**src/hdl/capacitated_line_assignment_dp_defines.svh**
```systemverilog
// ----------------------------------------------------------------------------
// Assertion macros for the capacitated line assignment block
// Shared helpers that wrap clocked, reset-qualified concurrent assertions.
// ----------------------------------------------------------------------------
`ifndef CAPACITATED_LINE_ASSIGNMENT_DP_DEFINES_SVH
`define CAPACITATED_LINE_ASSIGNMENT_DP_DEFINES_SVH

// Same-cycle implication, checked on every rising edge outside reset.
`define CLA_ASSERT_IMP(lbl, ante, cons, msg) \
    lbl: assert property (@(posedge clk) disable iff (!rst_n) (ante) |-> (cons)) \
        else $error(msg);

// Next-cycle implication, checked on every rising edge outside reset.
`define CLA_ASSERT_NXT(lbl, ante, cons, msg) \
    lbl: assert property (@(posedge clk) disable iff (!rst_n) (ante) |=> (cons)) \
        else $error(msg);

`endif

```
**src/hdl/cla_pkg.sv**
```systemverilog
// ----------------------------------------------------------------------------
// cla_pkg
// Shared constants and the command and status bundles that join the
// controller to the datapath.
// ----------------------------------------------------------------------------
package cla_pkg;

    // Default sizes of the stores and the coordinate width.
    localparam int MAX_ROBOTS_DEF    = 128;
    localparam int MAX_FACTORIES_DEF = 128;
    localparam int POS_WIDTH_DEF     = 32;

    // Fixed widths of the channel fields.
    localparam int POS_IN_W   = 32;
    localparam int CAP_IN_W   = 8;
    localparam int DIST_OUT_W = 39;

    // Item kinds.
    localparam logic REQ_ROBOT   = 1'b0;
    localparam logic REQ_FACTORY = 1'b1;

    // Commands from the controller, one strobe per datapath action.
    typedef struct packed {
        logic load_item;
        logic drop;
        logic ins_init;
        logic ins_rd;
        logic ins_shift;
        logic ins_put;
        logic row_wr;
        logic f_rd;
        logic f_get;
        logic f_inc;
        logic j_rd;
        logic j_get;
        logic k_rd;
        logic k_dist;
        logic k_sum;
        logic k_cmp;
        logic j_wr;
        logic res_rd;
        logic res_get;
    } cmd_t;

    // Status from the datapath back to the controller.
    typedef struct packed {
        logic item_type;
        logic item_last;
        logic full;
        logic ins_zero;
        logic ins_greater;
        logic row_last;
        logic f_done;
        logic t_zero;
        logic lim_zero;
        logic k_last;
        logic out_free;
    } status_t;

endpackage

```
**src/hdl/cla_ctrl.sv**
```systemverilog
// ----------------------------------------------------------------------------
// cla_ctrl
// Sequencer for loading, sorted insertion, the cost-row sweep and the
// result transfer. Issues one command bundle per cycle to the datapath.
// ----------------------------------------------------------------------------
module cla_ctrl (
    input  logic             clk,
    input  logic             rst_n,
    input  logic             item_valid,
    output logic             item_ready,
    input  cla_pkg::status_t status,
    output cla_pkg::cmd_t    cmd
);

    typedef enum logic [16:0] {
        S_IDLE     = 17'b00000000000000001,
        S_LOAD     = 17'b00000000000000010,
        S_INS_RD   = 17'b00000000000000100,
        S_INS_CMP  = 17'b00000000000001000,
        S_INS_PUT  = 17'b00000000000010000,
        S_ROW_INIT = 17'b00000000000100000,
        S_F_CHK    = 17'b00000000001000000,
        S_F_GET    = 17'b00000000010000000,
        S_J_CHK    = 17'b00000000100000000,
        S_J_GET    = 17'b00000001000000000,
        S_K_RD     = 17'b00000010000000000,
        S_K_DIST   = 17'b00000100000000000,
        S_K_SUM    = 17'b00001000000000000,
        S_K_CMP    = 17'b00010000000000000,
        S_J_WR     = 17'b00100000000000000,
        S_RES_RD   = 17'b01000000000000000,
        S_RES_GET  = 17'b10000000000000000
    } state_t;

    state_t state_reg;
    state_t state_next;

    // State register.
    always_ff @(posedge clk or negedge rst_n)
    begin
        if (!rst_n)
        begin
            state_reg <= S_IDLE;
        end
        else
        begin
            state_reg <= state_next;
        end
    end

    assign item_ready = (state_reg == S_IDLE);

    // Next state and command decode.
    always_comb
    begin
        state_next = state_reg;
        cmd        = '0;
        case (state_reg)
            S_IDLE:
            begin
                if (item_valid)
                begin
                    cmd.load_item = 1'b1;
                    state_next    = S_LOAD;
                end
            end
            S_LOAD:
            begin
                if (status.full)
                begin
                    cmd.drop   = 1'b1;
                    state_next = status.item_last ? S_ROW_INIT : S_IDLE;
                end
                else
                begin
                    cmd.ins_init = 1'b1;
                    state_next   = S_INS_RD;
                end
            end
            S_INS_RD:
            begin
                if (status.ins_zero)
                begin
                    state_next = S_INS_PUT;
                end
                else
                begin
                    cmd.ins_rd = 1'b1;
                    state_next = S_INS_CMP;
                end
            end
            S_INS_CMP:
            begin
                if (status.ins_greater)
                begin
                    cmd.ins_shift = 1'b1;
                    state_next    = S_INS_RD;
                end
                else
                begin
                    state_next = S_INS_PUT;
                end
            end
            S_INS_PUT:
            begin
                cmd.ins_put = 1'b1;
                state_next  = status.item_last ? S_ROW_INIT : S_IDLE;
            end
            S_ROW_INIT:
            begin
                cmd.row_wr = 1'b1;
                if (status.row_last)
                begin
                    state_next = S_F_CHK;
                end
            end
            S_F_CHK:
            begin
                if (status.f_done)
                begin
                    state_next = S_RES_RD;
                end
                else
                begin
                    cmd.f_rd   = 1'b1;
                    state_next = S_F_GET;
                end
            end
            S_F_GET:
            begin
                cmd.f_get  = 1'b1;
                state_next = S_J_CHK;
            end
            S_J_CHK:
            begin
                if (status.t_zero)
                begin
                    cmd.f_inc  = 1'b1;
                    state_next = S_F_CHK;
                end
                else
                begin
                    cmd.j_rd   = 1'b1;
                    state_next = S_J_GET;
                end
            end
            S_J_GET:
            begin
                cmd.j_get  = 1'b1;
                state_next = status.lim_zero ? S_J_WR : S_K_RD;
            end
            S_K_RD:
            begin
                cmd.k_rd   = 1'b1;
                state_next = S_K_DIST;
            end
            S_K_DIST:
            begin
                cmd.k_dist = 1'b1;
                state_next = S_K_SUM;
            end
            S_K_SUM:
            begin
                cmd.k_sum  = 1'b1;
                state_next = S_K_CMP;
            end
            S_K_CMP:
            begin
                cmd.k_cmp  = 1'b1;
                state_next = status.k_last ? S_J_WR : S_K_RD;
            end
            S_J_WR:
            begin
                cmd.j_wr   = 1'b1;
                state_next = S_J_CHK;
            end
            S_RES_RD:
            begin
                cmd.res_rd = 1'b1;
                state_next = S_RES_GET;
            end
            S_RES_GET:
            begin
                if (status.out_free)
                begin
                    cmd.res_get = 1'b1;
                    state_next  = S_IDLE;
                end
            end
            default:
            begin
                state_next = S_IDLE;
            end
        endcase
    end

endmodule

```
**config.mk**
```make
export PLATFORM = sky130hd
export DESIGN_NAME = cla_ctrl
export DESIGN_NICKNAME = d
export VERILOG_FILES = /design/src/hdl/capacitated_line_assignment_dp_defines.svh /design/src/hdl/cla_pkg.sv /design/src/hdl/cla_ctrl.sv
export SDC_FILE = /design/constraint.sdc
export NUM_CORES = 1
export LEC_CHECK = 0
export BUFFER_PORTS_ARGS = -buffer_cell sky130_fd_sc_hd__buf_2
export CAP_MARGIN = 20
export CORE_AREA = 2 2 54 56
export CTS_CLUSTER_DIAMETER = 60
export CTS_CLUSTER_SIZE = 28
export DETAILED_ROUTE_END_ITERATION = 10
export DIE_AREA = 0 0 56 58
export PLACE_DENSITY = 0.74
export SYNTH_ARGS = -nofsm -noshare
export SYNTH_HDL_FRONTEND = slang
export SYNTH_SLANG_ARGS = --single-unit
```
**constraint.sdc**
```tcl
create_clock -name clk -period 2 [get_ports clk]
set_clock_uncertainty 0.2 [all_clocks]
set_input_delay 0.1 -clock clk [delete_from_list [all_inputs] [get_ports clk]]
set_output_delay 0.1 -clock clk [all_outputs]
set_load 0.02 [all_outputs]
```
# Word level (Yosys, flattened, before mapping)
# Cells that the tools add are included.
# classes
shift,0
n_eq_ne,20
bitwise_logic,0
mul,0
n_lt_le_gt_ge,0
reduce_logical,2
n_div,0
n_addsub,0
muxes,38
# ops
operator,count
17-bit case mux with 16 select lines,1
17-bit two-way mux,3
15-bit two-way mux,2
1-bit two-way mux,24
"17-bit by 1-bit equality test with 1-bit output, second input constant",1
"17-bit by 10-bit equality test with 1-bit output, second input constant",1
"17-bit by 11-bit equality test with 1-bit output, second input constant",1
"17-bit by 12-bit equality test with 1-bit output, second input constant",1
"17-bit by 13-bit equality test with 1-bit output, second input constant",1
"17-bit by 14-bit equality test with 1-bit output, second input constant",1
"17-bit by 15-bit equality test with 1-bit output, second input constant",1
"17-bit by 16-bit equality test with 1-bit output, second input constant",1
"17-bit equality test, second input constant",1
"17-bit by 2-bit equality test with 1-bit output, second input constant",1
"17-bit by 3-bit equality test with 1-bit output, second input constant",1
"17-bit by 4-bit equality test with 1-bit output, second input constant",1
"17-bit by 5-bit equality test with 1-bit output, second input constant",1
"17-bit by 6-bit equality test with 1-bit output, second input constant",1
"17-bit by 7-bit equality test with 1-bit output, second input constant",1
"17-bit by 8-bit equality test with 1-bit output, second input constant",1
"17-bit by 9-bit equality test with 1-bit output, second input constant",1
16-bit two-way mux,1
6-bit two-way mux,2
10-bit two-way mux,1
5 further kinds,9
# totals
register_bits,17
mem_count,0
latchBits,0
elab_cells,61
rom_bits,0
inputBits,14
output_inout_bits,20
ramBits,0

# Longest topological paths before layout
# Gate-level depths: netlist (run 1).
# depth
depth_word,3
mapped_depth,6

# Worst setup path after synthesis (run 1)
# Ideal clock, no wire load.
# synth_timing
path_type,reg2out
start,register state_reg[10]
end,output port cmd[15] (netlist name)
arrival_time_ns,2.143
path_buffers,1
stages_incl_launch_ff,6
path_slack_ns,-0.443
path_cell_list,dfrtp_1 > buf_6 > or4_4 > nor4_4 > nand2_2 > nor4b_1
# synth_lines
element,line_no,text
start: declaration,cla_ctrl.sv:35,state_t state_reg;
start signal: assignment,cla_ctrl.sv:47,state_reg <= state_next;
end: declaration,cla_ctrl.sv:12,output cla_pkg::cmd_t cmd

==> impl_results.rst, run 1 <==
.. list-table::
   :header-rows: 1

   * - Metric
     - Value
   * - Portion of total power attributed to combinational logic
     - 0.622
   * - Number of instances in the synthesized netlist
     - 126
   * - Dpl hpwl
     - 2600 µm
   * - CTS buffer count
     - 3
   * - Library cells used by synthesis
     - 47
   * - Synth top area share
     - 0.335
   * - Pre-Repair DR Iteration Count
     - 6
   * - Die X-Extent
     - 56 µm
   * - Unrepaired setup endpoints after global routing
     - true
   * - Total placed cells including tap cells
     - 217
   * - Area of the core region
     - 2660 µm²
   * - Most frequent cells after synthesis
     - sky130_fd_sc_hd__dfrtp_1, sky130_fd_sc_hd__nor2_1, sky130_fd_sc_hd__inv_1, sky130_fd_sc_hd__nor3_1, sky130_fd_sc_hd__nor3b_1
   * - Required time of the critical path
     - 1700 ps
   * - DR vias
     - 1,495
   * - Global route overflow
     - 0
   * - Met3 Usage GRT
     - 0.0759
   * - Most frequent cell after synthesis
     - sky130_fd_sc_hd__dfrtp_1
   * - Number of nets still failing antenna checks after routing
     - 0
   * - Aggregate global-route resource usage
     - 0.282
   * - Global-route wire length before repair
     - 6940 µm
   * - Pin count of the biggest net entering global routing
     - 18
   * - Layout cell share with drive strength beyond 1
     - 0.642
   * - Syn nets
     - 140
   * - R2R Setup Slk
     - -330 ps
   * - Count of final max-slew check failures
     - 0
   * - Met2 Usage GRT
     - 0.487
   * - Average wire length per cell after detail routing
     - 20.2 µm
   * - Max stage delay cell, worst path
     - sky130_fd_sc_hd__or4_4
   * - Cell type group with the largest total delay on the critical path
     - simple AND/OR/NAND/NOR gates
   * - Vias in the first global route
     - 1,427
   * - Hold WC Path Type
     - primary input to asynchronous set/reset pin
   * - Category of the worst setup path capture point
     - output pin
   * - Synthesized area
     - 1200 µm²
   * - Largest cells by area after synthesis
     - sky130_fd_sc_hd__dfrtp_1, sky130_fd_sc_hd__nor2_1, sky130_fd_sc_hd__nor3b_1, sky130_fd_sc_hd__nor4b_1, sky130_fd_sc_hd__and4bb_2
   * - Relative contribution of the clock network to total power
     - 0.133
   * - Post-synthesis to final-layout area growth
     - 93.8%
   * - Final hold slack
     - 24.3 ps
   * - Total number of H-tree levels
     - 1
   * - Initial core utilization
     - 0.449
   * - Violations in the final reports
     - negative setup slack
   * - Setup slack after layout
     - -556 ps
   * - Clock-pin transition on the worst setup and hold timing paths
     - 140 ps
   * - Share of the cycle needed by the critical path after routing
     - 1.28
   * - Final-report hold violation count
     - 0
   * - Post-synthesis async set-or-reset flop share
     - 1.00
   * - Beginning of the critical path
     - state_reg[11]
   * - Cells along the critical path
     - or4_4 -> nor4_4 -> nand2_2 -> nor4b_4 -> buf_4
   * - Finished Cell Area
     - 2320 µm²
   * - Flip-flop and latch count after synthesis
     - 17
   * - Insertion delay to the later sink of the worst-skew pair
     - 330 ps
   * - Slew at the pin with the worst max-slew slack
     - 641 ps
   * - Highest net fanout along the worst path
     - 3
   * - Number of warning messages in the yosys log
     - 0
   * - Max-capacitance violation count
     - 0
   * - Worst voltage drop across the vdd grid
     - 0.811 mV
   * - Layout net count
     - 241
   * - Die footprint
     - 3250 µm²
   * - Cell Rows
     - 19
   * - Internal power
     - 0.969 mW
   * - Remaining max-slew budget at the tightest pin
     - 0.567
   * - Port-buffer cells
     - 32
   * - Relative contribution of sequential cells to total power
     - 0.246
   * - Clock Path Buffers
     - 2
   * - Setup violators final
     - 33
   * - Most congested layer reported by global routing
     - met2
   * - Critical path type
     - flip-flop to output pin
   * - Antenna violations before repair
     - 0
   * - Met1 track demand over resource in global routing
     - 0.342
   * - Area after DPL
     - 1660 µm²
   * - Gpl congestion
     - 0.888
   * - Number of sinks on the clock net
     - 17
   * - Number of ports placed on the die boundary
     - 34
   * - Time the final worst path needs with I/O delays and setup
     - 2560 ps
   * - Sw power
     - 0.681 mW
   * - Startpoint type of the worst setup path
     - flip-flop
   * - Root buffer cell
     - sky130_fd_sc_hd__clkbuf_4
   * - Post-synthesis average cell area
     - 9.49 µm²
   * - Antenna diodes
     - 0
   * - Bufs and invs on worst path
     - 1
   * - Number of flip-flops under the largest register name
     - 17
   * - Post-synthesis sequential area ratio
     - 0.357
   * - TritonCTS clock tree
     - done
   * - Leakage component of the power
     - 1.12 nW
   * - Final core utilization
     - 0.871
   * - Sw frac
     - 0.413
   * - Via density per instance
     - 5.82
   * - Top cell type by total area after synthesis
     - sky130_fd_sc_hd__dfrtp_1
   * - Number of enable flip-flop cells after synthesis
     - 0
   * - Routed WL
     - 5190 µm
   * - Starting DRT DRC Count
     - 59
   * - Max Clock Freq
     - 391 MHz
   * - Longest individual stage delay on the worst path
     - 570 ps
   * - Non-filler cells in the finished layout
     - 257
   * - Power per standard cell area
     - 712 nW/µm²
   * - Arrival time at the worst endpoint
     - 2260 ps
   * - Reg2reg start
     - state_reg[11]
   * - Die span in y
     - 58 µm
   * - Top_reg_cell synth
     - sky130_fd_sc_hd__dfrtp_1
   * - Number of remaining DRC errors
     - 0
   * - Result of the run
     - complete, but fails checks
## final timing paths
check	to	cells after the start
hold / removal	state_reg[2]	2
setup reg to reg	state_reg[3]	7
max in group asynchronous	state_reg[0]	2
setup / recovery	cmd[15]	5
min in group clk	state_reg[16]	4
hold reg to reg	state_reg[12]	2
## power by group through the flow
| stage | registers, mW | logic (mW) | clock network, mW |
|---|---|---|---|
| 2_1_floorplan | 0.399 | 0.357 | 0 |
| 3_3_place_gp | 0.403 | 0.593 | 0 |
| 3_5_place_dp | 0.403 | 0.619 | 0 |
| 4_1_cts | 0.401 | 0.848 | 0.211 |
| 5_1_grt | 0.408 | 1.06 | 0.225 |
| 6_report | 0.405 | 1.03 | 0.219 |
## worst reg2reg max path: stages, from the launching register on
cell and delay [ps]:
sky130_fd_sc_hd__dfrtp_1 420, sky130_fd_sc_hd__or4_4 570, sky130_fd_sc_hd__nor4_4 280, sky130_fd_sc_hd__nand2_2 170, sky130_fd_sc_hd__buf_4 170, sky130_fd_sc_hd__buf_6 110, sky130_fd_sc_hd__buf_4 130, sky130_fd_sc_hd__nor4b_4 200
## metal layers
| metal | wire [µm] | part of all wire |
|---|---|---|
| met1 | 1900 | 0.37 |
| met4 | 240 | 0.046 |
| met3 | 284 | 0.055 |
| met2 | 2770 | 0.53 |
| met5 | 0 | 0 |
## cell usage in the layout (no fill, tap or decap), drive strengths merged, types with 2 or more instances in the layout
cell type	instances
nor3	7
or3	2
nor2b	3
nor2	14
nand4	4
inv	6
dlygate4sd3	10
nand3	3
nor4b	6
a21oi	3
xnor2	2
xor2	3
and3b	2
and4bb	3
clkbuf	3
and2	2
nand2	6
or4	2
buf	93
nor4	6
and3	3
or2	2
a22o	4
and4b	2
nor3b	6
dfrtp	16
## final cells by class
cell class              instances  area, µm²
repair buffers                103        858
inverters                       6       22.5
fillers                       124        344
clock inverters                 1       7.51
clock buffers                   3       22.5
multi-input cells              96        942
flip-flops and latches         17        427
well taps                      31       38.8
## stage by stage
stage,TNS (ps),worst slack [ps],power [mW]
after floorplan,-325,-120,0.756
after global placement,-511,-82.7,0.997
after detailed placement,-1020,-141,1.02
after CTS,-6210,-448,1.46
after global routing,-11640,-606,1.69
final,-9880,-556,1.65
## kinds of logic after synthesis
family                 after synthesis  share of synthesized area
buffers and inverters               13                     0.0648
AND/OR/NAND/NOR                     78                      0.460
XOR/XNOR                             5                     0.0366
AO/OA/AOI/OAI                       13                     0.0816
flip-flops                          17                      0.357
## timing repair
item	in CTS	in global routing
resized for setup	60	21
hold endpoints to repair	27	0
hold buffers	10	0
buffers inserted	13	17
pin swaps	24	18
endpoints found under the setup margin	27	32
No activity file was read; power rests on OpenSTA's default activity.
==> inputs of run 2 (changes only) <==
--- a/config.mk
+++ b/config.mk
@@ -8,11 +8,12 @@
 export BUFFER_PORTS_ARGS = -buffer_cell sky130_fd_sc_hd__buf_2
 export CAP_MARGIN = 20
 export CORE_AREA = 2 2 54 56
+export CTS_BUF_LIST = sky130_fd_sc_hd__clkbuf_4 sky130_fd_sc_hd__clkbuf_8 sky130_fd_sc_hd__clkbuf_16
 export CTS_CLUSTER_DIAMETER = 60
 export CTS_CLUSTER_SIZE = 28
 export DETAILED_ROUTE_END_ITERATION = 10
 export DIE_AREA = 0 0 56 58
-export PLACE_DENSITY = 0.74
+export PLACE_DENSITY_LB_ADDON = 0.25
 export SYNTH_ARGS = -nofsm -noshare
 export SYNTH_HDL_FRONTEND = slang
 export SYNTH_SLANG_ARGS = --single-unit
==> run 2 against run 1 <==
Net effect: the flow still finishes with violations (negative setup slack); worst setup slack better by 110 ps; die area unchanged; sequential power hardly changed; largest power group unchanged; largest cell class unchanged; via count fell by 6.4%; core utilization down 5.3 points; wire length shrank 18%; highest routed layer unchanged; count of clock-buffer cells in the layout stayed put; final cell count is 3.9% lower; fmax is 4.4% higher; sequential share of layout area up 1.2 points; critical path depth unchanged.
==> impl_results.rst, run 2 (synthesis results as in run 1) <==
.. list-table::
   :header-rows: 1

   * - Metric
     - Value
   * - Routed WL
     - 4240 µm
   * - Die span in y
     - 58 µm
   * - Time the final worst path needs with I/O delays and setup
     - 2450 ps
   * - Total number of H-tree levels
     - 1
   * - Worst voltage drop across the vdd grid
     - 0.816 mV
   * - Cell type group with the largest total delay on the critical path
     - simple AND/OR/NAND/NOR gates
   * - Setup slack after layout
     - -448 ps
   * - Arrival time at the worst endpoint
     - 2150 ps
   * - Required time of the critical path
     - 1700 ps
   * - Total placed cells including tap cells
     - 217
   * - Category of the worst setup path capture point
     - output pin
   * - Power per standard cell area
     - 714 nW/µm²
   * - Startpoint type of the worst setup path
     - flip-flop
   * - Setup violators final
     - 28
   * - Pin count of the biggest net entering global routing
     - 18
   * - Final-report hold violation count
     - 0
   * - Pre-Repair DR Iteration Count
     - 4
   * - Layout cell share with drive strength beyond 1
     - 0.611
   * - Result of the run
     - complete, but fails checks
   * - Internal power
     - 0.959 mW
   * - Aggregate global-route resource usage
     - 0.251
   * - Number of remaining DRC errors
     - 0
   * - Number of flip-flops under the largest register name
     - 17
   * - Post-synthesis to final-layout area growth
     - 82.1%
   * - Insertion delay to the later sink of the worst-skew pair
     - 300 ps
   * - Antenna violations before repair
     - 0
   * - Dpl hpwl
     - 2570 µm
   * - Hold WC Path Type
     - primary input to asynchronous set/reset pin
   * - Most frequent standard cell in the layout excluding fill and tap cells
     - sky130_fd_sc_hd__buf_4
   * - Max stage delay cell, worst path
     - sky130_fd_sc_hd__or4_4
   * - CTS buffer count
     - 3
   * - Clock-pin transition on the worst setup and hold timing paths
     - 120 ps
   * - Port-buffer cells
     - 32
   * - Final hold slack
     - 40.5 ps
   * - Non-filler cells in the finished layout
     - 247
   * - Share of the cycle needed by the critical path after routing
     - 1.22
   * - Starting DRT DRC Count
     - 58
   * - Violations in the final reports
     - negative setup slack
   * - Number of nets still failing antenna checks after routing
     - 0
   * - Average wire length per cell after detail routing
     - 17.1 µm
   * - Layout net count
     - 231
   * - Unrepaired setup endpoints after global routing
     - true
   * - R2R Setup Slk
     - -290 ps
   * - Portion of total power attributed to combinational logic
     - 0.608
   * - Leakage component of the power
     - 1.06 nW
   * - Cells along the critical path
     - or4_4 -> nor4_4 -> nand2_2 -> nor4b_4 -> buf_4
   * - Slew at the pin with the worst max-slew slack
     - 411 ps
   * - Relative contribution of the clock network to total power
     - 0.131
   * - DR vias
     - 1,399
   * - Count of final max-slew check failures
     - 0
   * - Clock Path Buffers
     - 2
   * - Most frequent cells in the layout
     - sky130_fd_sc_hd__buf_4, sky130_fd_sc_hd__buf_6, sky130_fd_sc_hd__dfrtp_1
   * - Global-route wire length before repair
     - 6300 µm
   * - Longest individual stage delay on the worst path
     - 590 ps
   * - Critical path type
     - flip-flop to output pin
   * - Highest net fanout along the worst path
     - 3
   * - Initial core utilization
     - 0.449
   * - Path depth of the worst reg2reg path
     - 7
   * - Vias in the first global route
     - 1,329
   * - Remaining max-slew budget at the tightest pin
     - 0.726
   * - Capture instance of the worst register-to-register path
     - state_reg[3]
   * - Number of sinks on the clock net
     - 17
   * - Sw frac
     - 0.383
   * - Antenna diodes
     - 0
   * - Area of the core region
     - 2660 µm²
   * - Die footprint
     - 3250 µm²
   * - Bufs and invs on worst path
     - 1
   * - Reg2reg start
     - state_reg[5]
   * - Number of ports placed on the die boundary
     - 34
   * - Final core utilization
     - 0.818
   * - Dpl ws
     - -87.0 ps
   * - Gpl congestion
     - 0.833
   * - Via density per instance
     - 5.66
   * - Die X-Extent
     - 56 µm
   * - Fill cell count
     - 152
   * - Relative contribution of sequential cells to total power
     - 0.261
   * - TritonCTS clock tree
     - done
   * - Root buffer cell
     - sky130_fd_sc_hd__clkbuf_4
   * - Max-capacitance violation count
     - 0
   * - Cell Rows
     - 19
   * - Global route overflow
     - 0
   * - Max Clock Freq
     - 409 MHz
   * - Sw power
     - 0.596 mW
-- run 2: changes by cell type in the layout (fill, tap and decap cells not counted), sizes merged --
cell,delta
clkinvlp,-1
clkinv,+1
buf,-10
-- run 2: repair_timing --
action | CTS | global route
hold buffers | 10 | 0
resized for setup | 49 | 21
endpoints found under the hold margin | 28 | 0
pin swaps | 21 | 14
setup endpoints to repair | 28 | 33
buffers inserted | 10 | 9
-- run 2: worst max-delay path by stage --
stage / startpoint / to / cells past startpoint
3_3_place_gp: state_reg[8] / cmd[15] / 5
2_1_floorplan: state_reg[11] / state_reg[2] / 6
6_report: state_reg[5] / cmd[15] / 5
5_1_grt: state_reg[5] / cmd[15] / 5
4_1_cts: state_reg[5] / cmd[15] / 5
3_5_place_dp: state_reg[12] / cmd[8] / 5
-- run 2: per-stage QoR --
| step | power (mW) | setup TNS, ps | area (µm²) |
|---|---|---|---|
| 2_1_floorplan | 0.756 | -325 | 1260 |
| 3_3_place_gp | 0.998 | -287 | 1660 |
| 3_5_place_dp | 1.02 | -435 | 1660 |
| 4_1_cts | 1.39 | -5360 | 2040 |
| 5_1_grt | 1.63 | -9030 | 2180 |
| 6_report | 1.56 | -6330 | 2180 |
-- run 2: final cells by class --
| type | count | area (µm²) | share of cell area |
|---|---|---|---|
| Tap cell | 31 | 38.8 | 0.0178 |
| Multi-Input combinational cell | 96 | 891 | 0.409 |
| Sequential cell | 17 | 427 | 0.196 |
| Inverter | 6 | 22.5 | 0.0103 |
| Clock buffer | 3 | 22.5 | 0.0103 |
| Clock inverter | 1 | 5.00 | 0.00230 |
| Timing Repair Buffer | 93 | 772 | 0.354 |
-- run 2: power by group through the flow --
stage               sequential, mW  combinational, mW  clock (mW)
finish                       0.406              0.945       0.204
global route                 0.408               1.01       0.217
CTS                          0.399              0.790       0.205
detailed placement           0.405              0.610           0
global placement             0.404              0.594           0
floorplan                    0.399              0.357           0
-- run 2: metal layers --
| layer | up-vias | GRT usage | wire, µm |
|---|---|---|---|
| li1 | 650 | - | - |
| met1 | 681 | 0.309 | 1740 |
| met2 | 60 | 0.455 | 2210 |
| met3 | 8 | 0.0379 | 231 |
| met4 | 0 | 0.0748 | 57 |
| met5 | - | 0 | 0 |
